File: src/hdl/sfcc_pkg.sv
`default_nettype none

package sfcc_pkg;

    localparam logic [7:0]  CRC_POLY    = 8'h31;
    localparam logic [7:0]  CRC_INIT    = 8'hFF;
    localparam logic [3:0]  FRAME_LAST  = 4'd8;
    localparam logic [1:0]  NO_ERROR    = 2'd3;
    localparam logic [14:0] TEMP_SCALE  = 15'd17500;
    localparam logic [13:0] HUM_SCALE   = 14'd10000;
    localparam logic [15:0] TEMP_OFFSET = 16'd4500;
    localparam logic [15:0] FULL_SCALE  = 16'hFFFF;

    localparam logic [1:0] WORD_CO2  = 2'd0;
    localparam logic [1:0] WORD_TEMP = 2'd1;
    localparam logic [1:0] WORD_HUM  = 2'd2;

    // Role of a byte inside its three-byte word.
    typedef enum logic [1:0] {
        SLOT_HIGH = 2'd0,
        SLOT_LOW  = 2'd1,
        SLOT_CRC  = 2'd2
    } slot_t;

    typedef struct packed {
        logic [1:0] word;
        slot_t      slot;
    } pos_info_t;

    typedef struct packed {
        logic [15:0] co2;
        logic [15:0] temp;
        logic [15:0] hum;
        logic [1:0]  err;
    } frame_t;

    function automatic logic [7:0] crc8_update(input logic [7:0] crc, input logic [7:0] data);
        logic [7:0] c;
        c = crc ^ data;
        for (int k = 0; k < 8; k++)
        begin
            if (c[7])
                c = {c[6:0], 1'b0} ^ CRC_POLY;
            else
                c = {c[6:0], 1'b0};
        end
        return c;
    endfunction

    function automatic pos_info_t decode_pos(input logic [3:0] pos);
        pos_info_t info;
        case (pos)
            4'd0:    info = '{word: WORD_CO2,  slot: SLOT_HIGH};
            4'd1:    info = '{word: WORD_CO2,  slot: SLOT_LOW};
            4'd2:    info = '{word: WORD_CO2,  slot: SLOT_CRC};
            4'd3:    info = '{word: WORD_TEMP, slot: SLOT_HIGH};
            4'd4:    info = '{word: WORD_TEMP, slot: SLOT_LOW};
            4'd5:    info = '{word: WORD_TEMP, slot: SLOT_CRC};
            4'd6:    info = '{word: WORD_HUM,  slot: SLOT_HIGH};
            4'd7:    info = '{word: WORD_HUM,  slot: SLOT_LOW};
            default: info = '{word: WORD_HUM,  slot: SLOT_CRC};
        endcase
        return info;
    endfunction

    // floor(x / 65535) for x below 2^31. The high half underestimates the
    // quotient by at most one, and the remainder stays below twice 65535.
    function automatic logic [14:0] div_full_scale(input logic [30:0] x);
        logic [14:0] q0;
        logic [16:0] r;
        q0 = x[30:16];
        r  = {1'b0, x[15:0]} + {2'b00, q0};
        if (r >= {1'b0, FULL_SCALE})
            return q0 + 15'd1;
        return q0;
    endfunction

endpackage

`default_nettype wire

File: src/hdl/sfcc_if.sv
`default_nettype none

interface sfcc_byte_if;
    logic       valid;
    logic       ready;
    logic [7:0] rx_byte;
    logic       frame_start;

    modport source (output valid, output rx_byte, output frame_start, input ready);
    modport sink   (input valid, input rx_byte, input frame_start, output ready);
endinterface

interface sfcc_result_if;
    logic               valid;
    logic               ready;
    logic [15:0]        co2_ppm;
    logic [15:0]        temperature_code;
    logic [15:0]        humidity_code;
    logic signed [14:0] temperature_centi;
    logic [13:0]        humidity_centi;
    logic               crc_ok;
    logic [1:0]         bad_word;

    modport source (output valid, output co2_ppm, output temperature_code,
                    output humidity_code, output temperature_centi,
                    output humidity_centi, output crc_ok, output bad_word,
                    input ready);
    modport sink   (input valid, input co2_ppm, input temperature_code,
                    input humidity_code, input temperature_centi,
                    input humidity_centi, input crc_ok, input bad_word,
                    output ready);
endinterface

`default_nettype wire

File: src/hdl/sfcc_assembler.sv
`default_nettype none

module sfcc_assembler
    import sfcc_pkg::*;
(
    input  wire logic   clk,
    input  wire logic   rst_n,
    sfcc_byte_if.sink   byte_ch,
    output frame_t      frame,
    output logic        frame_valid,
    input  wire logic   frame_ready
);

    logic [3:0]  pos_reg,   pos_next;
    logic [7:0]  crc_reg,   crc_next;
    logic [7:0]  high_reg,  high_next;
    logic [15:0] co2_reg,   co2_next;
    logic [15:0] temp_reg,  temp_next;
    logic [15:0] hum_reg,   hum_next;
    logic [1:0]  err_reg,   err_next;
    frame_t      frame_reg, frame_next;
    logic        frame_valid_reg, frame_valid_next;

    logic        acc;
    logic        restart;
    logic [3:0]  pos_eff;
    logic [7:0]  crc_base;
    logic [7:0]  crc_new;
    logic [1:0]  err_base;
    logic [1:0]  err_word;
    pos_info_t   info;
    logic        last;

    // A finished frame waits in its own register, so bytes keep flowing
    // while the converter is stalled, unless a second frame completes.
    assign byte_ch.ready = !frame_valid_reg || frame_ready;
    assign acc           = byte_ch.valid && byte_ch.ready;

    assign restart  = byte_ch.frame_start || (pos_reg > FRAME_LAST);
    assign pos_eff  = restart ? 4'd0 : pos_reg;
    assign crc_base = restart ? CRC_INIT : crc_reg;
    assign err_base = restart ? NO_ERROR : err_reg;
    assign crc_new  = crc8_update(crc_base, byte_ch.rx_byte);
    assign info     = decode_pos(pos_eff);
    assign last     = (pos_eff == FRAME_LAST);

    always_comb
    begin
        pos_next   = pos_reg;
        crc_next   = crc_reg;
        high_next  = high_reg;
        co2_next   = co2_reg;
        temp_next  = temp_reg;
        hum_next   = hum_reg;
        err_next   = err_reg;
        frame_next = frame_reg;
        err_word   = err_base;
        frame_valid_next = frame_valid_reg && !frame_ready;

        if (acc)
        begin
            crc_next = crc_new;
            err_next = err_base;
            case (info.slot)
                SLOT_HIGH:
                begin
                    high_next = byte_ch.rx_byte;
                end
                SLOT_LOW:
                begin
                    case (info.word)
                        WORD_CO2:  co2_next  = {high_reg, byte_ch.rx_byte};
                        WORD_TEMP: temp_next = {high_reg, byte_ch.rx_byte};
                        default:   hum_next  = {high_reg, byte_ch.rx_byte};
                    endcase
                end
                default:
                begin
                    if (crc_new != 8'h00 && err_base == NO_ERROR)
                        err_word = info.word;
                    err_next = err_word;
                    crc_next = CRC_INIT;
                end
            endcase

            if (last)
            begin
                frame_next.co2   = co2_reg;
                frame_next.temp  = temp_reg;
                frame_next.hum   = hum_reg;
                frame_next.err   = err_word;
                frame_valid_next = 1'b1;
                pos_next         = 4'd0;
                crc_next         = CRC_INIT;
                err_next         = NO_ERROR;
            end
            else
            begin
                pos_next = pos_eff + 4'd1;
            end
        end
    end

    always_ff @(posedge clk or negedge rst_n)
    begin
        if (!rst_n)
        begin
            pos_reg         <= 4'd0;
            crc_reg         <= CRC_INIT;
            high_reg        <= 8'h00;
            co2_reg         <= 16'h0000;
            temp_reg        <= 16'h0000;
            hum_reg         <= 16'h0000;
            err_reg         <= NO_ERROR;
            frame_valid_reg <= 1'b0;
        end
        else
        begin
            pos_reg         <= pos_next;
            crc_reg         <= crc_next;
            high_reg        <= high_next;
            co2_reg         <= co2_next;
            temp_reg        <= temp_next;
            hum_reg         <= hum_next;
            err_reg         <= err_next;
            frame_valid_reg <= frame_valid_next;
        end
    end

    always_ff @(posedge clk)
    begin
        frame_reg <= frame_next;
    end

    assign frame       = frame_reg;
    assign frame_valid = frame_valid_reg;

    a_pos_range: assert property (@(posedge clk) disable iff (!rst_n)
        pos_reg <= FRAME_LAST)
        else $error("byte position ran past the last byte of a frame");

    a_frame_from_last: assert property (@(posedge clk) disable iff (!rst_n)
        acc && !last |=> !frame_valid_reg || $stable(frame_reg))
        else $error("frame register changed on a byte that does not end a frame");

    a_crc_reset_on_word: assert property (@(posedge clk) disable iff (!rst_n)
        acc && info.slot == SLOT_CRC |=> crc_reg == CRC_INIT)
        else $error("running CRC not restarted after a CRC byte");

endmodule

`default_nettype wire

File: src/hdl/sfcc_convert.sv
`default_nettype none

module sfcc_convert
    import sfcc_pkg::*;
(
    input  wire logic     clk,
    input  wire logic     rst_n,
    input  wire frame_t   frame,
    input  wire logic     frame_valid,
    output logic          frame_ready,
    sfcc_result_if.source result_ch
);

    logic               valid_reg,  valid_next;
    logic [15:0]        co2_reg;
    logic [15:0]        rawt_reg;
    logic [15:0]        rawh_reg;
    logic signed [14:0] tc_reg;
    logic [13:0]        hc_reg;
    logic [1:0]         err_reg;

    logic               take;
    logic [30:0]        t_prod;
    logic [30:0]        h_prod;
    logic [14:0]        t_quot;
    logic [14:0]        h_quot;
    logic signed [15:0] t_centi;

    assign frame_ready = !valid_reg || result_ch.ready;
    assign take        = frame_valid && frame_ready;

    assign t_prod  = 31'(TEMP_SCALE) * 31'(frame.temp);
    assign h_prod  = 31'(HUM_SCALE) * 31'(frame.hum);
    assign t_quot  = div_full_scale(t_prod);
    assign h_quot  = div_full_scale(h_prod);
    assign t_centi = $signed({1'b0, t_quot}) - $signed(TEMP_OFFSET);

    assign valid_next = take || (valid_reg && !result_ch.ready);

    always_ff @(posedge clk or negedge rst_n)
    begin
        if (!rst_n)
            valid_reg <= 1'b0;
        else
            valid_reg <= valid_next;
    end

    always_ff @(posedge clk)
    begin
        if (take)
        begin
            co2_reg  <= frame.co2;
            rawt_reg <= frame.temp;
            rawh_reg <= frame.hum;
            tc_reg   <= t_centi[14:0];
            hc_reg   <= h_quot[13:0];
            err_reg  <= frame.err;
        end
    end

    assign result_ch.valid             = valid_reg;
    assign result_ch.co2_ppm           = co2_reg;
    assign result_ch.temperature_code  = rawt_reg;
    assign result_ch.humidity_code     = rawh_reg;
    assign result_ch.temperature_centi = tc_reg;
    assign result_ch.humidity_centi    = hc_reg;
    assign result_ch.crc_ok            = (err_reg == NO_ERROR);
    assign result_ch.bad_word          = err_reg;

    a_no_take_while_blocked: assert property (@(posedge clk) disable iff (!rst_n)
        valid_reg && !result_ch.ready |-> !frame_ready)
        else $error("frame taken while the result register is still occupied");

    a_humidity_range: assert property (@(posedge clk) disable iff (!rst_n)
        valid_reg |-> hc_reg <= HUM_SCALE)
        else $error("humidity conversion out of range");

endmodule

`default_nettype wire

File: src/hdl/sensor_frame_crc_check_convert.sv
`default_nettype none

// Checks and converts the nine-byte measurement frame of a sensor: three
// words of two big-endian data bytes plus a CRC-8 byte (poly 0x31, init 0xFF).
// One byte beat is accepted per clock while ready is high; after the ninth byte
// one result beat carries the three raw words, temperature and humidity in
// hundredths, a pass flag and the index of the first bad word (3 if none).
// The frame register of the byte assembler takes the frame on the edge that
// accepts the ninth byte, and the output register of the converter takes the
// multiplied and scaled values once it is empty or being read. A byte with
// frame_start high drops any partial frame and begins a new one. When the
// result side stalls, bytes still flow until a second frame completes.
module sensor_frame_crc_check_convert
    import sfcc_pkg::*;
(
    input  wire logic     clk,
    input  wire logic     rst_n,
    sfcc_byte_if.sink     byte_ch,
    sfcc_result_if.source result_ch
);

    frame_t frame;
    logic   frame_valid;
    logic   frame_ready;

    sfcc_assembler u_assembler (
        .clk         (clk),
        .rst_n       (rst_n),
        .byte_ch     (byte_ch),
        .frame       (frame),
        .frame_valid (frame_valid),
        .frame_ready (frame_ready)
    );

    sfcc_convert u_convert (
        .clk         (clk),
        .rst_n       (rst_n),
        .frame       (frame),
        .frame_valid (frame_valid),
        .frame_ready (frame_ready),
        .result_ch   (result_ch)
    );

endmodule

`default_nettype wire

File: src/flat_wrapper.sv
// flat-port wrapper written by rule: the top's interface ports become plain ports
module sensor_frame_crc_check_convert_flat import sfcc_pkg::*;
  (clk, rst_n, byte_ch_valid, byte_ch_rx_byte, byte_ch_frame_start, byte_ch_ready, result_ch_valid, result_ch_co2_ppm, result_ch_temperature_code, result_ch_humidity_code, result_ch_temperature_centi, result_ch_humidity_centi, result_ch_crc_ok, result_ch_bad_word, result_ch_ready);
  sfcc_byte_if byte_ch_i ();
  sfcc_result_if result_ch_i ();
  input  wire logic clk;
  input  wire logic rst_n;
  input wire logic [$bits(byte_ch_i.valid)-1:0] byte_ch_valid;
  input wire logic [$bits(byte_ch_i.rx_byte)-1:0] byte_ch_rx_byte;
  input wire logic [$bits(byte_ch_i.frame_start)-1:0] byte_ch_frame_start;
  output wire logic [$bits(byte_ch_i.ready)-1:0] byte_ch_ready;
  output wire logic [$bits(result_ch_i.valid)-1:0] result_ch_valid;
  output wire logic [$bits(result_ch_i.co2_ppm)-1:0] result_ch_co2_ppm;
  output wire logic [$bits(result_ch_i.temperature_code)-1:0] result_ch_temperature_code;
  output wire logic [$bits(result_ch_i.humidity_code)-1:0] result_ch_humidity_code;
  output wire logic [$bits(result_ch_i.temperature_centi)-1:0] result_ch_temperature_centi;
  output wire logic [$bits(result_ch_i.humidity_centi)-1:0] result_ch_humidity_centi;
  output wire logic [$bits(result_ch_i.crc_ok)-1:0] result_ch_crc_ok;
  output wire logic [$bits(result_ch_i.bad_word)-1:0] result_ch_bad_word;
  input wire logic [$bits(result_ch_i.ready)-1:0] result_ch_ready;
  assign byte_ch_i.valid = byte_ch_valid;
  assign byte_ch_i.rx_byte = byte_ch_rx_byte;
  assign byte_ch_i.frame_start = byte_ch_frame_start;
  assign byte_ch_ready = byte_ch_i.ready;
  assign result_ch_valid = result_ch_i.valid;
  assign result_ch_co2_ppm = result_ch_i.co2_ppm;
  assign result_ch_temperature_code = result_ch_i.temperature_code;
  assign result_ch_humidity_code = result_ch_i.humidity_code;
  assign result_ch_temperature_centi = result_ch_i.temperature_centi;
  assign result_ch_humidity_centi = result_ch_i.humidity_centi;
  assign result_ch_crc_ok = result_ch_i.crc_ok;
  assign result_ch_bad_word = result_ch_i.bad_word;
  assign result_ch_i.ready = result_ch_ready;
  sensor_frame_crc_check_convert u_core (.clk(clk), .rst_n(rst_n), .byte_ch(byte_ch_i), .result_ch(result_ch_i));
endmodule
File: config.mk
export PLATFORM = sky130hd
export DESIGN_NAME = sensor_frame_crc_check_convert_flat
export DESIGN_NICKNAME = d
export VERILOG_FILES = /design/src/hdl/sfcc_pkg.sv /design/src/hdl/sfcc_if.sv /design/src/hdl/sfcc_assembler.sv /design/src/hdl/sfcc_convert.sv /design/src/hdl/sensor_frame_crc_check_convert.sv /design/src/flat_wrapper.sv
export SDC_FILE = /design/constraint.sdc
export NUM_CORES = 1
export LEC_CHECK = 0
export BUFFER_PORTS_ARGS = -buffer_cell sky130_fd_sc_hd__buf_2
export CAP_MARGIN = 20
export CORE_ASPECT_RATIO = 0.5
export CORE_MARGIN = 2
export CORE_UTILIZATION = 28
export CTS_CLUSTER_SIZE = 12
export DETAILED_ROUTE_END_ITERATION = 16
export PLACE_DENSITY_LB_ADDON = 0.1
export RECOVER_POWER = 50
export SETUP_SLACK_MARGIN = 0.1
export SLEW_MARGIN = 20
export SYNTH_ARGS = -nofsm -noshare
export SYNTH_HDL_FRONTEND = slang
export SYNTH_HIERARCHICAL = 1
export SYNTH_SLANG_ARGS = --single-unit
File: constraint.sdc
create_clock -name clk -period 11.7 [get_ports clk]
set_clock_uncertainty 0.2 [all_clocks]
set_input_delay 1.755 -clock clk [delete_from_list [all_inputs] [get_ports clk]]
set_output_delay 1.755 -clock clk [all_outputs]
set_load 0.01 [all_outputs]
After elaboration in Yosys (flattened, before gate mapping)
Memories as Yosys holds them, arrays and structs flattened.
Index checks and enable logic that the tools add are counted.
{ "word_totals": {"mem_count": 1, "rom_bits": 32, "latch_bits": 0, "regBits": 201, "mem_bits_rw": 0} }
{ "memory_table": {"columns": ["name", "depth", "word_bits", "rd", "rd_clocked_by_memory_dff", "write_ports", "line_no", "source"], "rows": [
  ["(no name shown)", 8, 4, 1, 0, 0, "sfcc_pkg.sv:52", "case (pos)"]
]} }
{ "op_classes": {"multipliers": 2, "muxes": 26, "shift": 0, "n_addsub": 6, "n_reduce_logical": 23, "n_bitwise": 10, "eq_ne": 5, "order_cmp": 3, "div_mod_pow": 0} }
{ "ops": {"columns": ["op", "count"], "rows": [
  ["2-to-1 mux 6 bit", 8],
  ["greater-or-equal comparator 17 x 16 -> 1 bit, second input constant", 2],
  ["2-to-1 mux 15 bit", 2],
  ["multiplier 13 x 16 -> 29 bit, first input constant", 1],
  ["2-to-1 mux 14 bit", 2],
  ["multiplier 10 x 16 -> 26 bit, first input constant", 1],
  ["2-to-1 mux 8 bit", 3],
  ["inverter 3 bit", 8],
  ["adder 16 x 14 -> 17 bit", 1],
  ["adder 16 x 15 -> 17 bit", 1],
  ["adder 15 x 1 -> 15 bit, second input constant", 1],
  ["subtractor 15 x 13 -> 15 bit, second input constant", 1],
  ["adder 14 x 1 -> 14 bit, second input constant", 1],
  ["2-to-1 mux 4 bit", 3],
  ["AND reduction 3 bit", 3],
  ["2-to-1 mux 2 bit", 4],
  ["nonzero test 8 bit", 1],
  ["bitwise XOR 8 bit", 1],
  ["logical AND 1 bit", 5],
  ["adder 4 x 1 -> 4 bit, second input constant", 1],
  ["equality test 2 x 1 -> 1 bit, second input constant", 2],
  ["equality test 2 bit, second input constant", 2],
  ["equality test 4 bit, second input constant", 1],
  ["> comparator 4 bit, second input constant", 1],
  ["7 further kinds", 19]
]} }

Depth between registers and ports, before layout
Gate-level depths: netlist (run 1).
{ "logic_depth": {"depth_word": 25, "mapped_depth": 35, "mapped_depth_nobuf": 33} }

Modules after synthesis
Netlist (run 1), hierarchy kept.
{ "by_module_without_submodules": {"columns": ["mod", "seq_area_each_um2", "area_per_inst_um2", "cells_each", "instances"], "rows": [
  ["sfcc_convert", 2397.3, 10506.3, 1070, 1],
  ["sfcc_assembler", 3290.7, 5022.3, 345, 1]
]} }

Worst setup path before layout (run 1)
Ideal clock, no wire load.
{ "synth_timing": {"kind": "register -> register", "start": "reg u_core.u_assembler.frame_reg (netlist bit u_core/u_assembler/frame[29])", "end": "reg u_core.u_convert.tc_reg[14], in the netlist u_core/u_convert/result_ch.temperature_centi[14], data pin", "path_slack_ns": 3.300, "setup_time_ns": 0.267, "t_required_ns": 11.233, "n_path_buf": 2, "path_stages_with_launch": 34, "arrival_ns": 7.933, "cell_sequence": "edfxtp_1 ha_1 inv_1 fa_1 inv_1 ha_1 fa_1 inv_1 fa_1 inv_1 ha_1 buf_2 a211oi_1 o221ai_1 a21oi_1 a21oi_1 o21ai_0 a211oi_1 or4b_2 o311ai_1 ha_1 a21o_1 a21oi_1 nand2_1 a21oi_1 xor2_2 a31oi_2 or3_1 xnor2_2 a311o_1 buf_6 a41oi_2 o31ai_2 xor2_1"} }
{ "synth_between": {"elab_chain_len": 6, "elab_cells_between_ends": 8, "classes_between": "3 x add/sub; 1 x mul; 1 x order compare; 3 x mux"} }
{ "synth_rtl": {"columns": ["item", "line_no", "source"], "rows": [
  ["start, declared", "sfcc_assembler.sv:21", "frame_t frame_reg, frame_next;"],
  ["start signal, assigned", "sfcc_assembler.sv:132", "frame_reg <= frame_next;"],
  ["multiplier 13 x 16 -> 29 bit *", "sfcc_convert.sv:32", "assign t_prod = 31'(TEMP_SCALE) * 31'(frame.temp);"],
  ["adder 16 x 15 -> 17 bit", "sfcc_pkg.sv:72", "r = {1'b0, x[15:0]} + {2'b00, q0};"],
  ["greater-or-equal comparator 17 x 16 -> 1 bit", "sfcc_pkg.sv:73", "if (r >= {1'b0, FULL_SCALE})"],
  ["2-to-1 mux 1 bit", "sfcc_pkg.sv:73", null],
  ["2-to-1 mux 15 bit *", "sfcc_pkg.sv:75", "return q0;"],
  ["subtractor 15 x 13 -> 15 bit *", "sfcc_convert.sv:36", "assign t_centi = $signed({1'b0, t_quot}) - $signed(TEMP_OFFSET);"],
  ["via u_core.u_convert.t_centi[14]", "sfcc_convert.sv:27", "logic signed [15:0] t_centi;"],
  ["end signal, assigned", "sfcc_convert.sv:55", "tc_reg <= t_centi[14:0];"],
  ["end, declared", "sfcc_convert.sv:18", "logic signed [14:0] tc_reg;"]
]} }
Mark *: on every way through the listed nets, which the timed path passes. The rest lies on a longest branch. The select of a mux whose other input is x is not followed.
A chain may end at the register's enable or synchronous reset.

Final worst setup path (run 1)
Ends and elaborated chain as after synthesis.

==> results of run 1 <==
-- cell families (layout without fill, tap and decap cells) --
kind of cell,count (synthesis),count (layout),share of synthesized area (%)
AOI/OAI and AO/OA,239,239,11.2
xor gates and xnor gates,92,92,5.62
adders and majority gates,279,279,26.4
buffers and inverters,286,405,7.07
DFF,201,201,36.6
muxes,62,62,4.46
and+or+nand+nor,256,256,8.57
-- per-stage QoR --
stage          hold slack (ns)  total power (uW)  setup slack [ns]  cell area, sq um  std cells
2_1_floorplan            0.200              1190              3.30             15500       1415
3_3_place_gp             0.204              1270              2.46             16900       2236
3_5_place_dp             0.205              1280              2.16             16900       2236
4_1_cts                  0.219              2050              2.10             17600       2278
5_1_grt                  0.225              2120              1.71             17600       2278
6_report                 0.217              2010              2.37             17600       2278
-- report_power, final --
part           internal, uW  switching (uW)
Sequential              869            69.0
Clock                   437             311
Combinational           166             157
Total                  1470             537
-- placed cells by master, fill, tap and decap left out, types with 5 or more instances in the layout --
master / count
inv_1: 263
a21o_1: 14
dfstp_2: 10
nand4_1: 12
mux2_2: 58
a21boi_0: 7
clkbuf_16: 23
clkbuf_1: 55
and3_1: 6
and2_1: 8
dfrtp_1: 62
a211oi_1: 10
buf_2: 47
nor2b_1: 12
o31ai_1: 7
xor2_1: 32
nor2_1: 51
o22ai_1: 5
or3_1: 8
a21oi_1: 55
buf_4: 5
a211o_1: 6
xnor2_1: 54
nand2_1: 59
or4_1: 5
nor3_1: 24
ha_1: 197
o311a_1: 6
nor4_1: 6
fa_1: 82
nand3_1: 22
edfxtp_1: 129
nand2b_1: 17
a31oi_1: 8
o21a_1: 11
nor3b_1: 8
o21ai_0: 40
-- per-layer routing --
| layer | GRT usage (%) | routed length, um | vias up |
|---|---|---|---|
| li1 | - | - | 5120 |
| met1 | 18.0 | 18100 | 5120 |
| met2 | 22.0 | 17300 | 120 |
| met3 | 1.73 | 941 | 27 |
| met4 | 2.31 | 568 | 0 |
| met5 | 0 | 0 | - |
-- worst paths after layout --
kind                                                         from                                                          to  slack, ns
setup / recovery           u_core/u_assembler/frame[29]$_DFFE_PP_  u_core/u_convert/result_ch.temperature_centi[14]$_DFFE_PP_       2.37
hold / removal              u_core/u_assembler/frame[1]$_DFFE_PP_            u_core/u_convert/result_ch.bad_word[1]$_DFFE_PP_       0.22
setup reg to reg           u_core/u_assembler/frame[29]$_DFFE_PP_  u_core/u_convert/result_ch.temperature_centi[14]$_DFFE_PP_       2.37
hold reg to reg             u_core/u_assembler/frame[1]$_DFFE_PP_            u_core/u_convert/result_ch.bad_word[1]$_DFFE_PP_       0.22
max in group asynchronous                                   rst_n                   u_core/u_assembler/hum_reg[1]$_DFFE_PN0P_       6.38
min in group asynchronous                                   rst_n                   u_core/u_assembler/pos_reg[2]$_DFFE_PN0P_       2.56
-- cell type report --
type | count | area, sq um
Fill cell | 5570 | 36700
Multi-Input combinational cell | 928 | 8750
Sequential cell | 201 | 5690
Inverter | 263 | 987
Tap cell | 744 | 931
Clock buffer | 34 | 657
Timing Repair Buffer | 100 | 453
Clock inverter | 8 | 111
-- worst register-to-register path, delay by kind of cell (launching register included) --
family / cells / cell delay [ns]
AND/OR/NAND/NOR: 5 / 1.75
AO/OA/AOI/OAI: 13 / 3.08
XOR/XNOR: 2 / 0.33
flip-flops: 1 / 0.52
buffers and inverters: 4 / 0.19
adder cells (fa/ha/maj): 7 / 2.97
==> flow_summary.toml, run 1 <==
[sta]
relSlewSlack_pct = -176
max_freq_ghz = 0.107
slew_viol_final = 95
setup_viol = 0
fin_setup_tns_ns = 0
hold_violations = 0
period_needed_ns = 9.33
rsz0062_at_grt = "no"
tightestPinTransition_ns = 4.14
min_period_over_period_pct = 79.7

[power]
p_per_area_nw_per_um2 = 114
p_leak_uw = 0.00780
peakVddDrop_uv = 93.4

[clock_tree]
clock-sinks = 201
cts-root-buf = "clkbuf_16"
clock_path_buffers = 3
cts_buffers = 23
cts-resized-gates = 0
cts_tree = "done"
clkTransAtPathRegs_ns = 0.07
cts_max_level = 1
insertion_delay_ns = 0.54
holdBufCountCts = 0
postCtsSetupRepairBufs = 0

[floorplan]
row_count = 60
initial_core_util_pct = 28.6
die_h_um = 171
die_w_um = 337
ios = 95
core_sq_um = 54300
die_area_sq_um = 57500

[critical_path]
slowest_delay_ns = 0.65
worstPathMaxFanout = 10
reg2regPathDepth = 31
cp_num_buf_inv = 4
crit_path_start_kind = "flop"
cp_slowest_cell = "or4b_2"
critPathRequiredTime_ns = 11.77
crit_path_end_kind = "flop"
critical_path_depth = 31
cp_top_family = "compound AO/OA/AOI/OAI gates"
crit_type = "reg2reg"
crit_arrival_ns = 9.39

[logic_synthesis]
syn_avg_cell_area_sq_um = 11.0
synth_seq_cells = 201
netlist_area_sq_um = 15500
post-synth-top-count-cell = "inv_1"
yosys_warnings = 6
yosys.area.top_type = "edfxtp_1"
synth-seq-area-share_pct = 36.6
synth_edf_count = 129
netlist_top_cells_area = "edfxtp_1, ha_1, fa_1, dfrtp_1, inv_1"
synth_cell_type_count = 95
synthTopCellsByCount = "inv_1, ha_1, edfxtp_1"
synth_top_area_share_pct = 24.9
synthFlopType = "edfxtp_1"
syn_inst = 1415
synthArstFlopShare_pct = 35.8
synth_nets = 1707

[grt]
grt_pass1_wl_um = 59300
grt_start_max_net_pins = 73
grt_usage_pct = 13.0
antenna_found_initial = 0
grt_pass1_vias = 10800
gr-total-overflow = 0

[worst_hold_path]
hold_path_class = "reg2reg"
whs_path_depth = 0

[route]
drt-total-wl_um = 36900
drt-vias-per-instance = 4.56
drtPass1Iterations = 4
via_count = 10400
wl_per_cell_um = 16.2
ant_nets = 0
remaining_drc_errors = 0
dr.first_iter.drc_count = 424

[run]
max_cap_violations = 2

[place]
portBuffers = 94
gp_congestion = 0.825
dp_hpwl_um = 28300

[finish]
num_antenna_cells = 0
nets = 1809
drive_gt1_share_pct = 12.3
largest_register_ffs = 50
final_core_util_pct = 32.4
syn_to_final_growth_pct = 13.2

[run_status]
violations = "max-capacitance violations, max-slew violations"
status = "finished, violations left"
(Power assumes the default switching activity.)
==> run 2: changes to the inputs <==
==> constraint.sdc (replaced) <==
create_clock -name clk -period 9.6 [get_ports clk]
set_clock_uncertainty 0.2 [all_clocks]
set_input_delay 1.44 -clock clk [delete_from_list [all_inputs] [get_ports clk]]
set_output_delay 1.44 -clock clk [all_outputs]
set_load 0.01 [all_outputs]
==> run 2 against run 1 <==
  * The run still ends with max-capacitance violations, max-slew violations left
  * Global-route usage fell by 0.17 points
  * Critical endpoint unchanged
  * Critical path type unchanged
  * Via count rose by 0.18%
  * Worst hold slack got worse by 0.0028 ns
  * Register-to-register slack got worse by 1.7 ns
  * Non-clock buffer count rose by 4
==> flow_summary.toml, run 2 (synthesis gave the netlist of run 1 again) <==
[run_status]
status = "finished, violations left"
violations = "max-capacitance violations, max-slew violations"

[grt]
grt_usage_pct = 12.9
grt_pass1_wl_um = 58700
antenna_found_initial = 1
gr-total-overflow = 0
grt_pass1_vias = 10800
grt_start_max_net_pins = 73

[worst_hold_path]
hold_path_class = "reg2reg"
min_from = "u_core/u_assembler/frame[43]$_DFFE_PP_"

[critical_path]
reg2regPathDepth = 33
crit_type = "reg2reg"
critPathLaunch = "u_core/u_assembler/frame[29]$_DFFE_PP_"
crit_path_end_kind = "flop"
cp_slowest_cell = "or4b_2"
slowest_delay_ns = 0.62
reg2reg_slack_ns = 0.70
worstSetupEndpoint = "u_core/u_convert/result_ch.temperature_centi[14]$_DFFE_PP_"
r2r_end = "u_core/u_convert/result_ch.temperature_centi[14]$_DFFE_PP_"
reg2reg_from = "u_core/u_assembler/frame[29]$_DFFE_PP_"
crit_arrival_ns = 8.99
worstPathMaxFanout = 10
critPathRequiredTime_ns = 9.68
crit_path_start_kind = "flop"

[sta]
min_period_over_period_pct = 92.8
tightestPinTransition_ns = 2.68
setup_slack_ns = 0.696
hold_violations = 0
period_needed_ns = 8.90
setup_viol = 0
fin_setup_tns_ns = 0
rsz0062_at_grt = "no"
max_freq_ghz = 0.112
slew_viol_final = 97
whs_ns = 0.214
relSlewSlack_pct = -78.9

[power]
p_switching_uw = 661
power_frac_comb_pct = 16.4
power_uw = 2400
p_clk_share_pct = 35.8
p_sw_share_pct = 27.6
p_int_uw = 1740
p_leak_uw = 0.00779
p_per_area_nw_per_um2 = 137
seq_power_share_pct = 47.8
peakVddDrop_uv = 116

[route]
wl_per_cell_um = 16.0
drt-vias-per-instance = 4.56
ant_nets = 0
dr.first_iter.drc_count = 522
drt-total-wl_um = 36400
via_count = 10400
drtPass1Iterations = 6
remaining_drc_errors = 0

[finish]
ff_latch_area_sq_um = 5690
multi_input_area_sq_um = 8760
syn_to_final_growth_pct = 13.0
nets = 1813
layout_common_cells = "inv_1, ha_1, edfxtp_1, fa_1, dfrtp_1"
num_antenna_cells = 0
largest_register_ffs = 50
layout_commonest_cell = "inv_1"
drive_gt1_share_pct = 12.4
n_fill_cell = 5527
final_cells = 2282

[place]
gp_congestion = 0.842
portBuffers = 94
placed_cells = 2239
dp_hpwl_um = 28000
dp_slack_ns = 0.403

[clock_tree]
cts_max_level = 1
postCtsSetupRepairBufs = 0
clock-sinks = 201
clkTransAtPathRegs_ns = 0.07
cts_tree = "done"
insertion_delay_ns = 0.55
cts_buffers = 23
cts-resized-gates = 0
holdBufCountCts = 0
clock_path_buffers = 3
cts-root-buf = "clkbuf_16"

[floorplan]
die_h_um = 171
initial_core_util_pct = 28.6
core_sq_um = 54300
row_count = 60
ios = 95
die_area_sq_um = 57500
die_w_um = 337

[run]
max_cap_violations = 3
run 2: changes by cell type in the layout (fill, tap and decap cells not counted), sizes merged:
cell and change:
buf +2, bufinv -2, clkbuf +3, clkinvlp -1, inv +2
run 2: area by class of cell:
cell class	instances	share of cell area, %
Multi-Input combinational cell	928	49.9
Clock buffer	35	3.71
Inverter	263	5.62
Sequential cell	201	32.4
Timing Repair Buffer	104	2.71
Tap cell	744	5.30
Clock inverter	7	0.335
run 2: worst min path at each step:
stage	end	slack [ns]	cells after the start
floorplan	u_core/u_convert/result_ch.bad_word[0]$_DFFE_PP_	0.20	0
global placement	u_core/u_convert/result_ch.bad_word[0]$_DFFE_PP_	0.20	0
detailed placement	u_core/u_convert/result_ch.bad_word[1]$_DFFE_PP_	0.21	0
CTS	u_core/u_convert/result_ch.co2_ppm[9]$_DFFE_PP_	0.21	0
global route	u_core/u_convert/result_ch.co2_ppm[2]$_DFFE_PP_	0.22	0
finish	u_core/u_convert/result_ch.co2_ppm[9]$_DFFE_PP_	0.21	0
run 2: power by group through the flow:
stage	Combinational, uW	Sequential, uW	Clock (uW)
floorplan	334	1120	0
global placement	387	1160	0
detailed placement	394	1160	0
CTS	395	1150	894
global route	437	1160	928
finish	394	1150	857
run 2: critical path: cells and delay by family, from the launching register on:
kind | cells | cell delay [ns]
AOI/OAI and AO/OA | 15 | 2.99
xor gates and xnor gates | 2 | 0.41
adders and majority gates | 7 | 2.76
buffers and inverters | 6 | 0.76
DFF | 1 | 0.34
and+or+nand+nor | 3 | 1.13
run 2: stage by stage:
step / cell area [sq um] / util (%)
final: 17600 / 32.3
after CTS: 17600 / 32.4
after global routing: 17600 / 32.3
after detailed placement: 16900 / 31.1
after global placement: 16900 / 31.1
after floorplan: 15500 / -
run 2: per-layer routing:
metal	up-vias	part of all wire, %	GRT usage (%)
li1	5137	-	-
met1	5078	49	17.7
met2	144	45	21.1
met3	47	3.1	1.96
met4	0	2.4	3.22
met5	-	0	0
==> run 3: changes to the inputs <==
--- a/config.mk
+++ b/config.mk
@@ -9,7 +9,7 @@
 export CAP_MARGIN = 20
 export CORE_ASPECT_RATIO = 0.5
 export CORE_MARGIN = 2
-export CORE_UTILIZATION = 28
+export CORE_UTILIZATION = 63
 export CTS_CLUSTER_SIZE = 12
 export DETAILED_ROUTE_END_ITERATION = 16
 export PLACE_DENSITY_LB_ADDON = 0.1
==> run 3 against run 2 <==
  * The flow still finishes with violations (max-capacitance violations, max-slew violations)
  * First-iteration DRC count up 58%
  * Count of clock-buffer cells in the layout increased by 1
  * Sequential power about the same
  * Fmax fell by 1.5%
  * Final area fell by 3.4%
  * Setup slack worse by 0.13 ns
  * Non-clock buffer count shrank 5
  * Largest power group unchanged
==> flow_summary.toml, run 3 (synthesis gave the netlist of run 1 again) <==
[run_status]
status = "finished, violations left"
violations = "max-capacitance violations, max-slew violations"

[grt]
grt_pass1_vias = 10900
antenna_found_initial = 0
gr-total-overflow = 0
grt_usage_pct = 26.6
grt_start_max_net_pins = 73
grt_pass1_wl_um = 54200

[sta]
hold_violations = 0
tightestPinTransition_ns = 3.91
fin_setup_tns_ns = 0
rsz0062_at_grt = "no"
slew_viol_final = 73
relSlewSlack_pct = -161
setup_viol = 0
period_needed_ns = 9.04
setup_slack_ns = 0.561
max_freq_ghz = 0.111
min_period_over_period_pct = 94.2

[floorplan]
die_h_um = 115
ios = 95
core_sq_um = 24100
row_count = 40
die_w_um = 226
initial_core_util_pct = 64.4
die_area_sq_um = 26000

[clock_tree]
cts_buffers = 21
postCtsSetupRepairBufs = 0
cts_tree = "done"
insertion_delay_ns = 0.52
clock_path_buffers = 3
cts-root-buf = "clkbuf_16"
clock-sinks = 201
cts_max_level = 1
clkTransAtPathRegs_ns = 0.06

[finish]
nets = 1806
layout_common_cells = "inv_1, ha_1, edfxtp_1, fa_1, clkbuf_1"
layout_commonest_cell = "inv_1"
syn_to_final_growth_pct = 9.23
multi_input_area_sq_um = 8790
largest_register_ffs = 50
num_antenna_cells = 0
final_area_sq_um = 17000
final_cells = 1865
drive_gt1_share_pct = 11.4
n_fill_cell = 1835
ff_latch_area_sq_um = 5690

[power]
p_per_area_nw_per_um2 = 137
p_leak_uw = 0.00772
peakVddDrop_uv = 159

[route]
wl_per_cell_um = 17.9
dr.first_iter.drc_count = 825
via_count = 10700
ant_nets = 0
drt-vias-per-instance = 5.76
remaining_drc_errors = 0
drt-total-wl_um = 33400
drtPass1Iterations = 5

[critical_path]
worstPathMaxFanout = 10
crit_type = "reg2reg"
critPathRequiredTime_ns = 9.64
slowest_delay_ns = 0.67
crit_path_start_kind = "flop"
crit_arrival_ns = 9.08
cp_slowest_cell = "or4b_2"
crit_path_end_kind = "flop"

[worst_hold_path]
hold_path_class = "reg2reg"

[place]
dp_hpwl_um = 25400
placed_cells = 1827
placed_area_sq_um = 16400
dp_slack_ns = 0.245
portBuffers = 94
gp_congestion = 0.884

[run]
max_cap_violations = 1
==> run 3: changes by cell type in the layout (fill, tap and decap cells not counted), moves of 2 or more <==
cell	before	now
clkinv_2	3	0
clkbuf_16	23	21
buf_4	7	4
clkbuf_1	59	67
buf_2	47	39
==> run 3: worst max-delay path: cells and delay by family (launching register included) <==
family | cells | cell delay (ns)
compound gates | 14 | 3.08
fa+ha+maj | 7 | 2.95
simple gates | 3 | 1.19
buf+inv | 4 | 0.20
xor+xnor | 3 | 0.62
flops | 1 | 0.52
==> run 3: per-layer routing <==
metal,vias up,GRT usage [%],share of wire [%]
met3,34,4.88,5.8
met2,258,45.2,47
li1,5116,-,-
met1,5337,36.8,46
met5,-,0,0
met4,0,4.52,1.2
==> run 3: worst paths after layout <==
kind / start / endpoint / slack [ns] / depth (start not counted)
max: u_core/u_assembler/frame[29]$_DFFE_PP_ / u_core/u_convert/result_ch.temperature_centi[14]$_DFFE_PP_ / 0.56 / 31
min: u_core/u_assembler/frame[44]$_DFFE_PP_ / u_core/u_convert/result_ch.co2_ppm[10]$_DFFE_PP_ / 0.22 / 0
max reg2reg: u_core/u_assembler/frame[29]$_DFFE_PP_ / u_core/u_convert/result_ch.temperature_centi[14]$_DFFE_PP_ / 0.56 / 31
min reg2reg: u_core/u_assembler/frame[44]$_DFFE_PP_ / u_core/u_convert/result_ch.co2_ppm[10]$_DFFE_PP_ / 0.22 / 0
max in group asynchronous: rst_n / u_core/u_assembler/temp_reg[10]$_DFFE_PN0P_ / 4.80 / 2
min in group asynchronous: rst_n / u_core/u_assembler/pos_reg[0]$_DFFE_PN0P_ / 2.18 / 2
==> run 3: final cells by class <==
cell class	count	share of cell area [%]
timing repair buffer	99	2.57
sequential	201	33.5
clock buffer	36	3.67
tap	336	2.48
inverter	263	5.82
multi-input combinational	928	51.8
clock inverter	2	0.0885
==> run 3: report_power, final <==
group	switching [uW]	internal (uW)	total [uW]
clock	327	440	767
combinational	199	203	402
sequential	90.6	1060	1150
total	617	1700	2320
==> run 3: what timing repair did <==
| item | CTS | global route |
|---|---|---|
| resized for setup | 0 | 7 |
| endpoints found under the setup margin | 0 | 7 |
| hold buffers | 0 | 0 |
==> run 3: stage by stage <==
stage	util (%)	hold WS, ns	power, uW
2_1_floorplan	-	0.200	1450
6_report	70.3	0.217	2320
3_5_place_dp	67.8	0.205	1560
4_1_cts	70.4	0.218	2330
3_3_place_gp	67.8	0.202	1530
5_1_grt	70.3	0.221	2420
